### src/rtl/i2cmws_pkg.sv
`timescale 1ns / 1ps
`default_nettype none
// ----------------------------------------------------------------------------
// i2cmws_pkg
// Shared types, codes and the microcode table of the I2C write sequencer.
// ----------------------------------------------------------------------------
package i2cmws_pkg;

    localparam int LIMIT_W = 20;
    localparam logic [LIMIT_W-1:0] LIMIT_RESET = 20'd1000000;
    localparam logic [7:0] ADDR_MAX = 8'h7F;

    // request types
    localparam logic [1:0] REQ_LOAD   = 2'd0;
    localparam logic [1:0] REQ_BEGIN  = 2'd1;
    localparam logic [1:0] REQ_SAMPLE = 2'd2;

    // steps of the program
    localparam logic [2:0] ST_IDLE  = 3'd0;
    localparam logic [2:0] ST_BUS   = 3'd1;
    localparam logic [2:0] ST_START = 3'd2;
    localparam logic [2:0] ST_ADDR  = 3'd3;
    localparam logic [2:0] ST_TXE   = 3'd4;
    localparam logic [2:0] ST_BTF   = 3'd5;

    // bus actions
    localparam logic [2:0] ACT_NONE    = 3'd0;
    localparam logic [2:0] ACT_CLEAR   = 3'd1;
    localparam logic [2:0] ACT_START   = 3'd2;
    localparam logic [2:0] ACT_WRITE   = 3'd3;
    localparam logic [2:0] ACT_CLRADDR = 3'd4;
    localparam logic [2:0] ACT_STOP    = 3'd5;

    // completion codes
    localparam logic [1:0] RC_OK      = 2'd0;
    localparam logic [1:0] RC_NACK    = 2'd1;
    localparam logic [1:0] RC_BUSERR  = 2'd2;
    localparam logic [1:0] RC_TIMEOUT = 2'd3;

    // wait conditions
    localparam logic [2:0] COND_BUS_FREE = 3'd0;
    localparam logic [2:0] COND_SB       = 3'd1;
    localparam logic [2:0] COND_ADDR     = 3'd2;
    localparam logic [2:0] COND_TXE      = 3'd3;
    localparam logic [2:0] COND_BTF      = 3'd4;

    // data sources
    localparam logic [1:0] SRC_ZERO  = 2'd0;
    localparam logic [1:0] SRC_ADDR  = 2'd1;
    localparam logic [1:0] SRC_STORE = 2'd2;

    localparam int ERR_ACK_BIT = 2;

    typedef struct packed {
        logic [1:0] req_type;
        logic [7:0] dev_address;
        logic [8:0] byte_count;
        logic [7:0] data_byte;
        logic       flag_start_sent;
        logic       flag_address_sent;
        logic       flag_tx_empty;
        logic       flag_transfer_done;
        logic       flag_bus_busy;
        logic [3:0] error_flags;
    } item_t;

    typedef struct packed {
        logic [2:0] action;
        logic [7:0] data_value;
        logic       last_of_run;
        logic       done_res;
        logic [1:0] result_code;
    } res_t;

    typedef struct packed {
        logic push0;
        logic push1;
        res_t res0;
        res_t res1;
    } push_t;

    typedef struct packed {
        logic [2:0] cond;
        logic       chk_err;
        logic [2:0] act;
        logic [1:0] src;
        logic       clr_idx;
        logic       loop;
        logic       fin;
        logic [2:0] nxt;
    } ctl_word_t;

    function automatic ctl_word_t cw_rom(input logic [2:0] step);
        ctl_word_t cw;
        cw = '{COND_BUS_FREE, 1'b0, ACT_NONE, SRC_ZERO, 1'b0, 1'b0, 1'b0, ST_IDLE};
        case (step)
            ST_BUS:   cw = '{COND_BUS_FREE, 1'b0, ACT_START,   SRC_ZERO,
                             1'b0, 1'b0, 1'b0, ST_START};
            ST_START: cw = '{COND_SB,       1'b1, ACT_WRITE,   SRC_ADDR,
                             1'b0, 1'b0, 1'b0, ST_ADDR};
            ST_ADDR:  cw = '{COND_ADDR,     1'b1, ACT_CLRADDR, SRC_ZERO,
                             1'b1, 1'b0, 1'b0, ST_TXE};
            ST_TXE:   cw = '{COND_TXE,      1'b1, ACT_WRITE,   SRC_STORE,
                             1'b0, 1'b1, 1'b0, ST_BTF};
            ST_BTF:   cw = '{COND_BTF,      1'b1, ACT_STOP,    SRC_ZERO,
                             1'b0, 1'b0, 1'b1, ST_IDLE};
            default:  cw = '{COND_BUS_FREE, 1'b0, ACT_NONE,    SRC_ZERO,
                             1'b0, 1'b0, 1'b0, ST_IDLE};
        endcase
        return cw;
    endfunction

endpackage
`default_nettype wire

### src/rtl/i2cmws_store.sv
`timescale 1ns / 1ps
`default_nettype none
// ----------------------------------------------------------------------------
// i2cmws_store
// Payload byte memory: one write port, one registered read port.
// ----------------------------------------------------------------------------
module i2cmws_store #(
    parameter int MAX_PAYLOAD = 256,
    parameter int AW          = 8
) (
    input  wire logic          clk,
    input  wire logic          we,
    input  wire logic [AW-1:0] waddr,
    input  wire logic [7:0]    wdata,
    input  wire logic [AW-1:0] raddr,
    output logic      [7:0]    rdata
);

    logic [7:0] mem [0:MAX_PAYLOAD-1];
    logic [7:0] rdata_reg;

    always_ff @(posedge clk)
    begin
        if (we)
        begin
            mem[waddr] <= wdata;
        end
    end

    always_ff @(posedge clk)
    begin
        rdata_reg <= mem[raddr];
    end

    assign rdata = rdata_reg;

endmodule
`default_nettype wire

### src/rtl/i2cmws_out_queue.sv
`timescale 1ns / 1ps
`default_nettype none
// ----------------------------------------------------------------------------
// i2cmws_out_queue
// Four-word result queue, up to two words pushed per cycle.
// ----------------------------------------------------------------------------
module i2cmws_out_queue (
    input  wire logic              clk,
    input  wire logic              rst_n,
    input  wire i2cmws_pkg::push_t push,
    output logic                   room,
    output logic                   out_valid,
    input  wire logic              out_stall,
    output i2cmws_pkg::res_t       head
);
    import i2cmws_pkg::*;

    res_t       mem [0:3];
    logic [1:0] head_reg, head_next;
    logic [1:0] tail_reg, tail_next;
    logic [2:0] count_reg, count_next;
    logic       pop;

    assign out_valid = (count_reg != 3'd0);
    assign pop       = out_valid && !out_stall;
    assign room      = (count_reg <= 3'd2);
    assign head      = mem[head_reg];

    always_comb
    begin
        head_next  = head_reg + 2'(pop);
        tail_next  = tail_reg + 2'(push.push0) + 2'(push.push1);
        count_next = count_reg + 3'(push.push0) + 3'(push.push1) - 3'(pop);
    end

    always_ff @(posedge clk)
    begin
        if (push.push0)
        begin
            mem[tail_reg] <= push.res0;
        end
        if (push.push1)
        begin
            mem[tail_reg + 2'd1] <= push.res1;
        end
    end

    always_ff @(posedge clk or negedge rst_n)
    begin
        if (!rst_n)
        begin
            head_reg  <= '0;
            tail_reg  <= '0;
            count_reg <= '0;
        end
        else
        begin
            head_reg  <= head_next;
            tail_reg  <= tail_next;
            count_reg <= count_next;
        end
    end

    a_no_overflow: assert property (@(posedge clk) disable iff (!rst_n)
        count_reg <= 3'd4)
        else $error("result queue overflow");

    a_tail_tracks: assert property (@(posedge clk) disable iff (!rst_n)
        (tail_reg - head_reg) == count_reg[1:0])
        else $error("queue pointers disagree with count");

    a_push_order: assert property (@(posedge clk) disable iff (!rst_n)
        push.push1 |-> push.push0)
        else $error("second word pushed without first");

endmodule
`default_nettype wire

### src/rtl/i2cmws_seq.sv
`timescale 1ns / 1ps
`default_nettype none
// ----------------------------------------------------------------------------
// i2cmws_seq
// Step counter, microcode decode and datapath of the write sequencer.
// ----------------------------------------------------------------------------
module i2cmws_seq #(
    parameter int MAX_PAYLOAD = 256,
    parameter int PTR_W       = 9,
    parameter int AW          = 8
) (
    input  wire logic                  clk,
    input  wire logic                  rst_n,
    input  wire logic                  cfg_write_en,
    input  wire logic [19:0]           cfg_write_data,
    input  wire logic                  in_valid,
    output logic                       in_stall,
    input  wire i2cmws_pkg::item_t     item,
    input  wire logic                  q_room,
    output i2cmws_pkg::push_t          push,
    output logic                       st_we,
    output logic [AW-1:0]              st_waddr,
    output logic [7:0]                 st_wdata,
    output logic [AW-1:0]              st_raddr,
    input  wire logic [7:0]            st_rdata
);
    import i2cmws_pkg::*;

    item_t              item_reg;
    logic               pend_reg;
    logic [LIMIT_W-1:0] limit_reg;
    logic [2:0]         step_reg, step_next;
    logic [LIMIT_W-1:0] wc_reg, wc_next;
    logic [PTR_W-1:0]   lptr_reg, lptr_next;
    logic [PTR_W-1:0]   sidx_reg, sidx_next;
    logic [PTR_W-1:0]   slen_reg, slen_next;
    logic [6:0]         taddr_reg, taddr_next;

    ctl_word_t          cw;
    logic               cond_ok;
    logic [LIMIT_W-1:0] lim_eff;
    logic [LIMIT_W-1:0] wc_inc;
    logic [PTR_W-1:0]   sidx_inc;
    logic [31:0]        cnt_ext;
    logic [31:0]        cnt_clip;
    logic [7:0]         dval;
    logic               accept;

    assign in_stall = pend_reg || !q_room;
    assign accept   = in_valid && !in_stall;
    assign st_raddr = sidx_reg[AW-1:0];

    assign cw       = cw_rom(step_reg);
    assign lim_eff  = (limit_reg == '0) ? LIMIT_W'(1) : limit_reg;
    assign wc_inc   = wc_reg + LIMIT_W'(1);
    assign sidx_inc = sidx_reg + PTR_W'(1);
    assign cnt_ext  = 32'(item_reg.byte_count);
    assign cnt_clip = (cnt_ext > 32'(MAX_PAYLOAD)) ? 32'(MAX_PAYLOAD) : cnt_ext;

    always_comb
    begin
        case (cw.cond)
            COND_BUS_FREE: cond_ok = !item_reg.flag_bus_busy;
            COND_SB:       cond_ok = item_reg.flag_start_sent;
            COND_ADDR:     cond_ok = item_reg.flag_address_sent;
            COND_TXE:      cond_ok = item_reg.flag_tx_empty;
            COND_BTF:      cond_ok = item_reg.flag_transfer_done;
            default:       cond_ok = 1'b0;
        endcase
        case (cw.src)
            SRC_ADDR:  dval = {taddr_reg, 1'b0};
            SRC_STORE: dval = st_rdata;
            default:   dval = 8'd0;
        endcase
    end

    always_comb
    begin
        step_next  = step_reg;
        wc_next    = wc_reg;
        lptr_next  = lptr_reg;
        sidx_next  = sidx_reg;
        slen_next  = slen_reg;
        taddr_next = taddr_reg;
        push       = '0;
        st_we      = 1'b0;
        st_waddr   = lptr_reg[AW-1:0];
        st_wdata   = item_reg.data_byte;

        if (pend_reg)
        begin
            case (item_reg.req_type)
                REQ_LOAD:
                begin
                    if (lptr_reg < PTR_W'(MAX_PAYLOAD))
                    begin
                        st_we     = 1'b1;
                        lptr_next = lptr_reg + PTR_W'(1);
                    end
                end
                REQ_BEGIN:
                begin
                    if (step_reg == ST_IDLE)
                    begin
                        lptr_next  = '0;
                        push.push0 = 1'b1;
                        if (item_reg.dev_address > ADDR_MAX
                            || item_reg.byte_count == 9'd0)
                        begin
                            push.res0 = '{ACT_NONE, 8'd0, 1'b1, 1'b1, RC_BUSERR};
                        end
                        else
                        begin
                            taddr_next = item_reg.dev_address[6:0];
                            slen_next  = cnt_clip[PTR_W-1:0];
                            sidx_next  = '0;
                            wc_next    = '0;
                            step_next  = ST_BUS;
                            push.res0  = '{ACT_CLEAR, 8'd0, 1'b1, 1'b0, RC_OK};
                        end
                    end
                end
                REQ_SAMPLE:
                begin
                    if (step_reg != ST_IDLE)
                    begin
                        if (cond_ok)
                        begin
                            wc_next    = '0;
                            push.push0 = 1'b1;
                            push.res0  = '{cw.act, dval, 1'b1, cw.fin, RC_OK};
                            step_next  = cw.nxt;
                            if (cw.clr_idx)
                            begin
                                sidx_next = '0;
                            end
                            if (cw.loop)
                            begin
                                sidx_next = sidx_inc;
                                if (sidx_inc < slen_reg)
                                begin
                                    step_next = step_reg;
                                end
                            end
                        end
                        else
                        begin
                            push.res0 = '{ACT_STOP, 8'd0, 1'b0, 1'b0, RC_OK};
                            push.res1 = '{ACT_CLEAR, 8'd0, 1'b1, 1'b1, RC_TIMEOUT};
                            if (cw.chk_err && item_reg.error_flags[ERR_ACK_BIT])
                            begin
                                push.res1.result_code = RC_NACK;
                                push.push0 = 1'b1;
                                push.push1 = 1'b1;
                            end
                            else if (cw.chk_err && item_reg.error_flags != 4'd0)
                            begin
                                push.res1.result_code = RC_BUSERR;
                                push.push0 = 1'b1;
                                push.push1 = 1'b1;
                            end
                            else if (wc_inc >= lim_eff)
                            begin
                                push.push0 = 1'b1;
                                push.push1 = 1'b1;
                            end
                            if (push.push1)
                            begin
                                step_next = ST_IDLE;
                                wc_next   = '0;
                            end
                            else
                            begin
                                wc_next = wc_inc;
                            end
                        end
                    end
                end
                default:
                begin
                    step_next = step_reg;
                end
            endcase
        end
    end

    always_ff @(posedge clk)
    begin
        if (accept)
        begin
            item_reg <= item;
        end
    end

    always_ff @(posedge clk or negedge rst_n)
    begin
        if (!rst_n)
        begin
            pend_reg  <= 1'b0;
            limit_reg <= LIMIT_RESET;
            step_reg  <= ST_IDLE;
            wc_reg    <= '0;
            lptr_reg  <= '0;
            sidx_reg  <= '0;
            slen_reg  <= '0;
            taddr_reg <= '0;
        end
        else
        begin
            pend_reg  <= accept;
            if (cfg_write_en)
            begin
                limit_reg <= cfg_write_data;
            end
            step_reg  <= step_next;
            wc_reg    <= wc_next;
            lptr_reg  <= lptr_next;
            sidx_reg  <= sidx_next;
            slen_reg  <= slen_next;
            taddr_reg <= taddr_next;
        end
    end

    a_txe_index: assert property (@(posedge clk) disable iff (!rst_n)
        (step_reg == ST_TXE) |-> (sidx_reg < slen_reg))
        else $error("send index past length in byte loop");

    a_load_bound: assert property (@(posedge clk) disable iff (!rst_n)
        lptr_reg <= PTR_W'(MAX_PAYLOAD))
        else $error("load pointer past store");

    a_one_item: assert property (@(posedge clk) disable iff (!rst_n)
        pend_reg |=> !pend_reg)
        else $error("item accepted while previous one in work");

endmodule
`default_nettype wire

### src/rtl/i2c_master_write_sequencer_core.sv
`timescale 1ns / 1ps
`default_nettype none
// ----------------------------------------------------------------------------
// i2c_master_write_sequencer_core
// Polled I2C master write sequencer driven by a microcode table.
// ----------------------------------------------------------------------------
// Input channel (in_valid / in_stall) carries one word per item: load byte,
// begin transfer or status sample. Output channel (out_valid / out_stall)
// carries register commands, at most two words per input word.
// An accepted word is processed in the following cycle; its result words
// enter a four-word queue at the end of that cycle and leave it in order.
// No new input word is taken while the input register still holds the
// previous one for its decode in the step sequencer.
// in_stall is also raised while the queue holds more than two words, so a
// stalled receiver backs up into the input channel without losing words.
// cfg_write_en / cfg_write_data set the wait limit; write only while idle.
// Reset puts the sequencer idle, the wait limit to 1000000 and empties the
// queue; the payload memory is not cleared.
// ----------------------------------------------------------------------------
module i2c_master_write_sequencer_core #(
    parameter int MAX_PAYLOAD = 256
) (
    input  wire logic        clk,
    input  wire logic        rst_n,
    input  wire logic        cfg_write_en,
    input  wire logic [19:0] cfg_write_data,
    input  wire logic        in_valid,
    output logic             in_stall,
    input  wire logic [1:0]  req_type,
    input  wire logic [7:0]  dev_address,
    input  wire logic [8:0]  byte_count,
    input  wire logic [7:0]  data_byte,
    input  wire logic        flag_start_sent,
    input  wire logic        flag_address_sent,
    input  wire logic        flag_tx_empty,
    input  wire logic        flag_transfer_done,
    input  wire logic        flag_bus_busy,
    input  wire logic [3:0]  error_flags,
    output logic             out_valid,
    input  wire logic        out_stall,
    output logic [2:0]       action,
    output logic [7:0]       data_value,
    output logic             last_of_run,
    output logic             done_res,
    output logic [1:0]       result_code
);
    import i2cmws_pkg::*;

    localparam int PTR_W = $clog2(MAX_PAYLOAD + 1);
    localparam int AW    = (MAX_PAYLOAD > 1) ? $clog2(MAX_PAYLOAD) : 1;

    item_t         item;
    push_t         push;
    res_t          head;
    logic          q_room;
    logic          st_we;
    logic [AW-1:0] st_waddr;
    logic [7:0]    st_wdata;
    logic [AW-1:0] st_raddr;
    logic [7:0]    st_rdata;

    assign item = '{req_type, dev_address, byte_count, data_byte,
                    flag_start_sent, flag_address_sent, flag_tx_empty,
                    flag_transfer_done, flag_bus_busy, error_flags};

    i2cmws_seq #(
        .MAX_PAYLOAD (MAX_PAYLOAD),
        .PTR_W       (PTR_W),
        .AW          (AW)
    ) u_seq (
        .clk            (clk),
        .rst_n          (rst_n),
        .cfg_write_en   (cfg_write_en),
        .cfg_write_data (cfg_write_data),
        .in_valid       (in_valid),
        .in_stall       (in_stall),
        .item           (item),
        .q_room         (q_room),
        .push           (push),
        .st_we          (st_we),
        .st_waddr       (st_waddr),
        .st_wdata       (st_wdata),
        .st_raddr       (st_raddr),
        .st_rdata       (st_rdata)
    );

    i2cmws_store #(
        .MAX_PAYLOAD (MAX_PAYLOAD),
        .AW          (AW)
    ) u_store (
        .clk   (clk),
        .we    (st_we),
        .waddr (st_waddr),
        .wdata (st_wdata),
        .raddr (st_raddr),
        .rdata (st_rdata)
    );

    i2cmws_out_queue u_queue (
        .clk       (clk),
        .rst_n     (rst_n),
        .push      (push),
        .room      (q_room),
        .out_valid (out_valid),
        .out_stall (out_stall),
        .head      (head)
    );

    assign action      = head.action;
    assign data_value  = head.data_value;
    assign last_of_run = head.last_of_run;
    assign done_res    = head.done_res;
    assign result_code = head.result_code;

endmodule
`default_nettype wire
### config.mk
export PLATFORM = sky130hd
export DESIGN_NAME = i2c_master_write_sequencer_core
export DESIGN_NICKNAME = d
export VERILOG_FILES = /design/src/rtl/i2cmws_pkg.sv /design/src/rtl/i2cmws_store.sv /design/src/rtl/i2cmws_out_queue.sv /design/src/rtl/i2cmws_seq.sv /design/src/rtl/i2c_master_write_sequencer_core.sv
export SDC_FILE = /design/constraint.sdc
export NUM_CORES = 2
export LEC_CHECK = 0
export ABC_AREA = 1
export BUFFER_PORTS_ARGS = -buffer_cell sky130_fd_sc_hd__buf_4
export CORE_MARGIN = 5
export CORE_UTILIZATION = 62
export DETAILED_ROUTE_END_ITERATION = 6
export MAX_ROUTING_LAYER = met4
export PLACE_DENSITY_LB_ADDON = 0.3
export SYNTH_ARGS = -nofsm -noshare
export SYNTH_HDL_FRONTEND = slang
export SYNTH_SLANG_ARGS = --single-unit
### constraint.sdc
create_clock -name clk -period 5 [get_ports clk]
set_clock_uncertainty 0.2 [all_clocks]
set_input_delay 1 -clock clk [delete_from_list [all_inputs] [get_ports clk]]
set_output_delay 1 -clock clk [all_outputs]
set_load 0.1 [all_outputs]
# Word-level counts from Yosys, hierarchy flattened
# Memories as Yosys holds them, arrays and structs flattened. A register that Yosys moved wholly into a read port is not among the register bits.
# Cells that the tools add are included.
[word_totals] out_inout_bits=17 ramBits=2108 reg_bits=121 word_cells=146 n_memories=2 in_bits=61
[memory_table] memory="u_store.mem" words=256 word_bits=8 read_ports=1 rd_clocked_by_memory_dff=1 write_ports=1 line="i2cmws_store.sv:19" source="logic [7:0] mem [0:MAX_PAYLOAD-1];"
[memory_table] memory="u_queue.mem" words=4 word_bits=15 read_ports=1 rd_clocked_by_memory_dff=0 write_ports=2 line="i2cmws_out_queue.sv:18" source="res_t mem [0:3];"
[op_classes] n_eq_ne=21 mux=60 addsub=10 n_lt_le_gt_ge=6 n_bitwise=1 n_reduce_logical=25
[ops] cell="$mux W20" count=6
[ops] cell="$mux W9" count=9
[ops] cell="$pmux W15 S5" count=1
[ops] cell="$mux W32" count=2
[ops] cell="$pmux W20 S2" count=1
[ops] cell="$mux W13" count=3
[ops] cell="$pmux W9 S2" count=2
[ops] cell="$mux W15" count=2
[ops] cell="$pmux W15 S2" count=1
[ops] cell="$mux W3" count=7
[ops] cell="$add A20 B1 Y20 const B" count=1
[ops] cell="$ge A20 B20 Y1" count=1
[ops] cell="$logic_not A20 Y1" count=1
[ops] cell="$add A9 B1 Y9 const B" count=2
[ops] cell="$mux W2" count=8
[ops] cell="$pmux W8 S2" count=1
[ops] cell="$mux W1" count=14
[ops] cell="$reduce_and A7 Y1" count=2
[ops] cell="$eq A3 B2 Y1 const B" count=4
[ops] cell="$eq A3 B3 Y1 const B" count=3
[ops] cell="$gt A9 B9 Y1 const B" count=1
[ops] cell="$logic_not A9 Y1" count=1
[ops] cell="$lt A9 B9 Y1" count=1
[ops] cell="$lt A9 B9 Y1 const B" count=1
[ops] cell="28 further kinds" count=48

# Depth between registers and ports, before layout
[logic_depth] ltp_word=17 ltp_mapped=27 ltp_nobuf=26

# Cells and area by module
# A second synthesis with hierarchy kept.
[unflattened] hier_cells=8246 hier_area_um2=93691.1
[by_module_without_submodules] module="i2cmws_store" area_each_um2=83396.2 cells_each=7003 seq_area_each_um2=61659.1 n_inst=1
[by_module_without_submodules] module="i2cmws_seq" area_each_um2=6472.5 cells_each=767 seq_area_each_um2=3041.7 n_inst=1
[by_module_without_submodules] module="i2cmws_out_queue" area_each_um2=3822.4 cells_each=476 seq_area_each_um2=1976.9 n_inst=1

# Least setup slack after synthesis
# OpenSTA, ideal clock, no wires.
[synth_path] path_kind="reg2reg" from="reg u_seq.item_reg (netlist bit u_seq.st_wdata[0])" to="mem u_store.mem[0][0], data pin" stages_incl_launch_ff=1 setup_time_ns=0.817 slack_ns=0.754 arrival_ns=3.228 period_less_slack_ns=4.246 t_required_ns=3.983 path_cell_list="edfxtp_1"
[synth_lines] item="start, declared" line="i2cmws_seq.sv:29" source="item_t item_reg;"
[synth_lines] item="start signal, assigned" line="i2cmws_seq.sv:191" source="item_reg <= item;"
[synth_lines] item="end, declared" line="i2cmws_store.sv:19"
# Straight into the memory's write port.

# Final worst setup path
[layout_path] from="reg u_seq.wc_reg[2]" to="reg u_queue.count_reg[2]"
[layout_via] elab_chain_cells=16 elab_cells_between_ends=18 cone_classes="add/sub (4); order compare (1); mux (13)"
[layout_rtl] item="start, declared" line="i2cmws_seq.sv:33" source="logic [LIMIT_W-1:0] wc_reg, wc_next;"
[layout_rtl] item="start signal, assigned" line="i2cmws_seq.sv:216" source="wc_reg <= wc_next;"
[layout_rtl] item="$add A20 B1 Y20 *" line="i2cmws_seq.sv:55" source="assign wc_inc = wc_reg + LIMIT_W'(1);"
[layout_rtl] item="$ge A20 B20 Y1 *" line="i2cmws_seq.sv:162" source="else if (wc_inc >= lim_eff)"
[layout_rtl] item="$mux W2 *" line="i2cmws_seq.sv:162"
[layout_rtl] item="$mux W2 *" line="i2cmws_seq.sv:156" source="else if (cw.chk_err && item_reg.error_flags != 4'd0)"
[layout_rtl] item="$mux W2 *" line="i2cmws_seq.sv:150" source="if (cw.chk_err && item_reg.error_flags[ERR_ACK_BIT])"
[layout_rtl] item="$mux W2 *" line="i2cmws_seq.sv:127" source="if (cond_ok)"
[layout_rtl] item="$mux W2 *" line="i2cmws_seq.sv:125" source="if (step_reg != ST_IDLE)"
[layout_rtl] item="$mux W2 *" line="i2cmws_seq.sv:92" source="case (item_reg.req_type)"
[layout_rtl] item="$mux W2 *" line="i2cmws_seq.sv:90" source="if (pend_reg)"
[layout_rtl] item="$mux W1" line="i2cmws_seq.sv:127"
[layout_rtl] item="$mux W32 *" line="i2cmws_seq.sv:125"
[layout_rtl] item="$pmux W1 S2" line="i2cmws_seq.sv:92"
[layout_rtl] item="$mux W32 *" line="i2cmws_seq.sv:90"
[layout_rtl] item="$add A3 B1 Y3" line="i2cmws_out_queue.sv:33" source="count_next = count_reg + 3'(push.push0) + 3'(push.push1) - 3'(pop);"
[layout_rtl] item="$add A3 B1 Y3 *" line="i2cmws_out_queue.sv:33"
[layout_rtl] item="$sub A3 B1 Y3 *" line="i2cmws_out_queue.sv:33"
[layout_rtl] item="via u_queue.count_next[2]" line="i2cmws_out_queue.sv:21" source="logic [2:0] count_reg, count_next;"
[layout_rtl] item="end signal, assigned" line="i2cmws_out_queue.sv:60" source="count_reg <= count_next;"
[layout_rtl] item="end, declared" line="i2cmws_out_queue.sv:21"
# The timed path passes the listed nets; every way through them passes the cells marked *. The select of a mux whose other input is x is not followed.
# A chain may end at the register's enable or synchronous reset.

==> impl_metrics.yaml <==
setup_path:
  setup.worst_path.start: "u_seq.wc_reg[2]"
  critical_path_peak_fanout: 6
  type_of_the_worst_setup_path: "reg2reg"
  crit-reg2reg-launch: "u_seq.wc_reg[2]"
  endpoint_kind: "flop"
  critical_path_required_ns: 5.53
  setup.worst_path.start_class: "flop"
  arrival_worst_endpoint_ns: 5.09
clock_network:
  clock_insertion_delay_worst_skew_ns: 0.84
  htree_levels: 4
  cts-root-buf: "clkbuf_16"
  tritoncts: "done"
  max-clock-path-buffers: 3
  post_cts_buffers: 0
  numCtsBuffers: 214
  tritoncts_sink_count: 2237
  postCtsResizedCells: 0
  ctsHoldBuffers: 0
  clk_pin_slew_ns: 0.06
timing:
  max_freq_mhz: 220
  max_slew.worst_pin.slew_ns: 1.34
  report.final.slew_viol_count: 0
  final_tns_setup_ns: 0
  part_of_the_cycle_the_worst_path_needs_pct: 91.1
  hold_slack_ns: 0.0551
  finalSetupViolations: 0
  unrepaired_setup_endpoints_after_global_routing: "no"
  max_slew_margin_pct: 10.6
  finalHoldViolCount: 0
  finalCriticalPeriod_ns: 4.55
yosys:
  ys_seq_area_share_pct: 72.0
  synth.yosys.warnings: 0
  post_synth_net_total: 8358
  syn_inst: 8252
  synth_cell_types: 45
  synth.area.top_cells: "edfxtp_1 69%, nand2_1 12%, nand3_1 7.4%"
  synth.avg_cell_area_um2: 11.2
  yosys_register_bits: 2237
  post-synth-top-area-cell: "edfxtp_1"
  post_synth_instance_area_um2: 92000
  post-synth-top-area-fraction_pct: 68.7
route:
  dr.pass1.iters: 7
  routed_wire_length_per_instance_um: 23.6
  vias: 63400
  route.detailed.drc: 0
  via_per_inst: 6.14
  routed_wl_um: 244000
  detailedRoute.firstIterationViolations: 9566
  drt.antenna.violating_nets: 0
placed_design:
  place_congestion: 0.925
  buffer_ports.inserted: 77
  place_hpwl_um: 139000
final_layout:
  nNetsFinal: 8321
  largest-register: "u_store.mem"
  flip_flop_count_of_the_largest_register_after_layout: 2048
  drive_gt1_share_pct: 6.97
  core_occupancy_in_the_finished_layout_pct: 68.8
  flow.area_growth_from_synthesis_pct: 10.4
  biggestRegsByFlops: "u_store.mem x2048, u_queue.mem x60"
grt:
  first_pass_grt_wire_length_um: 367000
  first_global_vias: 60000
  maximum_number_of_pins_on_one_net_before_global_route_repair: 204
  grt_remaining_overflow: 0
  track_usage_pct: 31.8
  antenna_violations_before_repair: 5
hold_path:
  hold_crit_class: "in2async"
power_and_ir_drop:
  p_leak_nw: 37.5
  power.ir.vdd_worst_v: 0.000364
  p_per_area_nw_per_um2: 406
die:
  num_rows: 141
  fp.coreArea_um2: 148000
  die_height_um: 395
  floorplan.initialDensity_pct: 62.3
  die-area_um2: 156000
  fp.dieW_um: 395
  io-pin-count: 78
run:
  max_cap_violations: 0
outcome:
  outcome: "completed"
==> metrics by stage <==
stage | instance area [um^2] | total power [W] | instances | worst slack (ns)
after detailed placement | 94900 | 0.0260 | 9929 | 0.363
after global routing | 102000 | 0.0424 | 10300 | 0.0659
after global placement | 94900 | 0.0259 | 9929 | 0.478
after CTS | 102000 | 0.0412 | 10300 | 0.338
after floorplan | 92000 | 0.0247 | 8252 | 0.754
final | 102000 | 0.0412 | 10300 | 0.445
==> synthesized netlist by cell type, drive strengths merged <==
library cell / number
nor2: 386
or3: 1
nand4: 13
a21oi: 304
nor4: 4
o211ai: 7
or2: 3
dfxtp: 48
nor3b: 1
a22oi: 2
buf: 109
o22ai: 25
fa: 3
xnor2: 1
a31o: 1
a31oi: 4
xor2: 23
clkinv: 5
dfstp: 7
nand3: 1361
o31ai: 2
o21ai: 118
ha: 42
nand2: 3057
clkbuf: 386
dfrtp: 78
inv: 140
edfxtp: 2104
nor3: 8
a21boi: 7
a21o: 1
o21bai: 1
==> power by group <==
group          internal (W)  total (W)  switching, W
registers            0.0217     0.0220      0.000261
logic              0.000640    0.00364       0.00300
clock network       0.00878     0.0156       0.00680
==> cells by family after synthesis <==
| family | synth area share [%] |
|---|---|
| flops | 72.0 |
| buf+inv | 2.71 |
| compound gates | 2.68 |
| fa+ha+maj | 0.636 |
| simple gates | 21.7 |
| xor+xnor | 0.228 |
==> worst max-delay path, cell delays in order (launching register included) <==
cell,delay [ns]
dfrtp_1,0.42
nand2_1,0.07
nor2_1,0.23
nand4_1,0.19
nor2_2,0.22
nand2_1,0.12
nor2_1,0.21
xor2_1,0.27
inv_1,0.07
ha_1,0.29
nand2_1,0.05
inv_1,0.07
nand4_1,0.12
a21oi_1,0.22
nor2_2,0.08
nand2_2,0.16
nand2_2,0.10
ha_1,0.30
inv_1,0.05
fa_1,0.40
fa_1,0.43
xnor2_1,0.14
==> routing by layer <==
layer  wire [um]  global-route usage [%]  vias to the layer above
met3       28400                    6.15                      661
met5           0                       -                        -
met2      113000                    47.6                     4029
met1       90500                    43.2                    30200
met4       11900                    13.8                        0
li1            -                       -                    28500
==> final timing paths <==
check,to,slack (ns),cells past startpoint
worst max register to register,u_queue.count_reg[2],0.45,21
max in group asynchronous,u_seq.limit_reg[19],3.61,2
min in group clk,u_seq.cnt_ext[2],0.13,1
worst min register to register,u_seq.taddr_reg[6],0.26,2
worst min-delay path,u_seq.wc_reg[13],0.06,1
worst max-delay path,u_queue.count_reg[2],0.45,21
==> placed cells by master (no fill, tap or decap), drive strengths merged, types with 3 or more instances in the layout <==
| master | instances |
|---|---|
| nand2 | 3057 |
| o211ai | 7 |
| bufinv | 16 |
| clkinvlp | 6 |
| a21boi | 7 |
| buf | 242 |
| a21oi | 304 |
| or2 | 3 |
| dfstp | 7 |
| nor3 | 8 |
| a31oi | 4 |
| nand4 | 13 |
| nor4 | 4 |
| fa | 3 |
| clkinv | 98 |
| dfxtp | 48 |
| o22ai | 25 |
| nand3 | 1361 |
| diode | 6 |
| o21ai | 118 |
| xor2 | 23 |
| inv | 147 |
| dfrtp | 78 |
| nor2 | 386 |
| ha | 42 |
| edfxtp | 2104 |
| clkbuf | 270 |
==> final cells by class <==
cell class	instances	area, um^2
inverter	145	587
fill	10100	46100
sequential	2237	66300
tap	1930	2410
multi-input combinational	5375	23300
antenna	6	15.0
clock buffer	270	5650
clock inverter	122	1020
timing repair buffer	242	2270
Note: power is estimated with default switching activity, not from simulation.
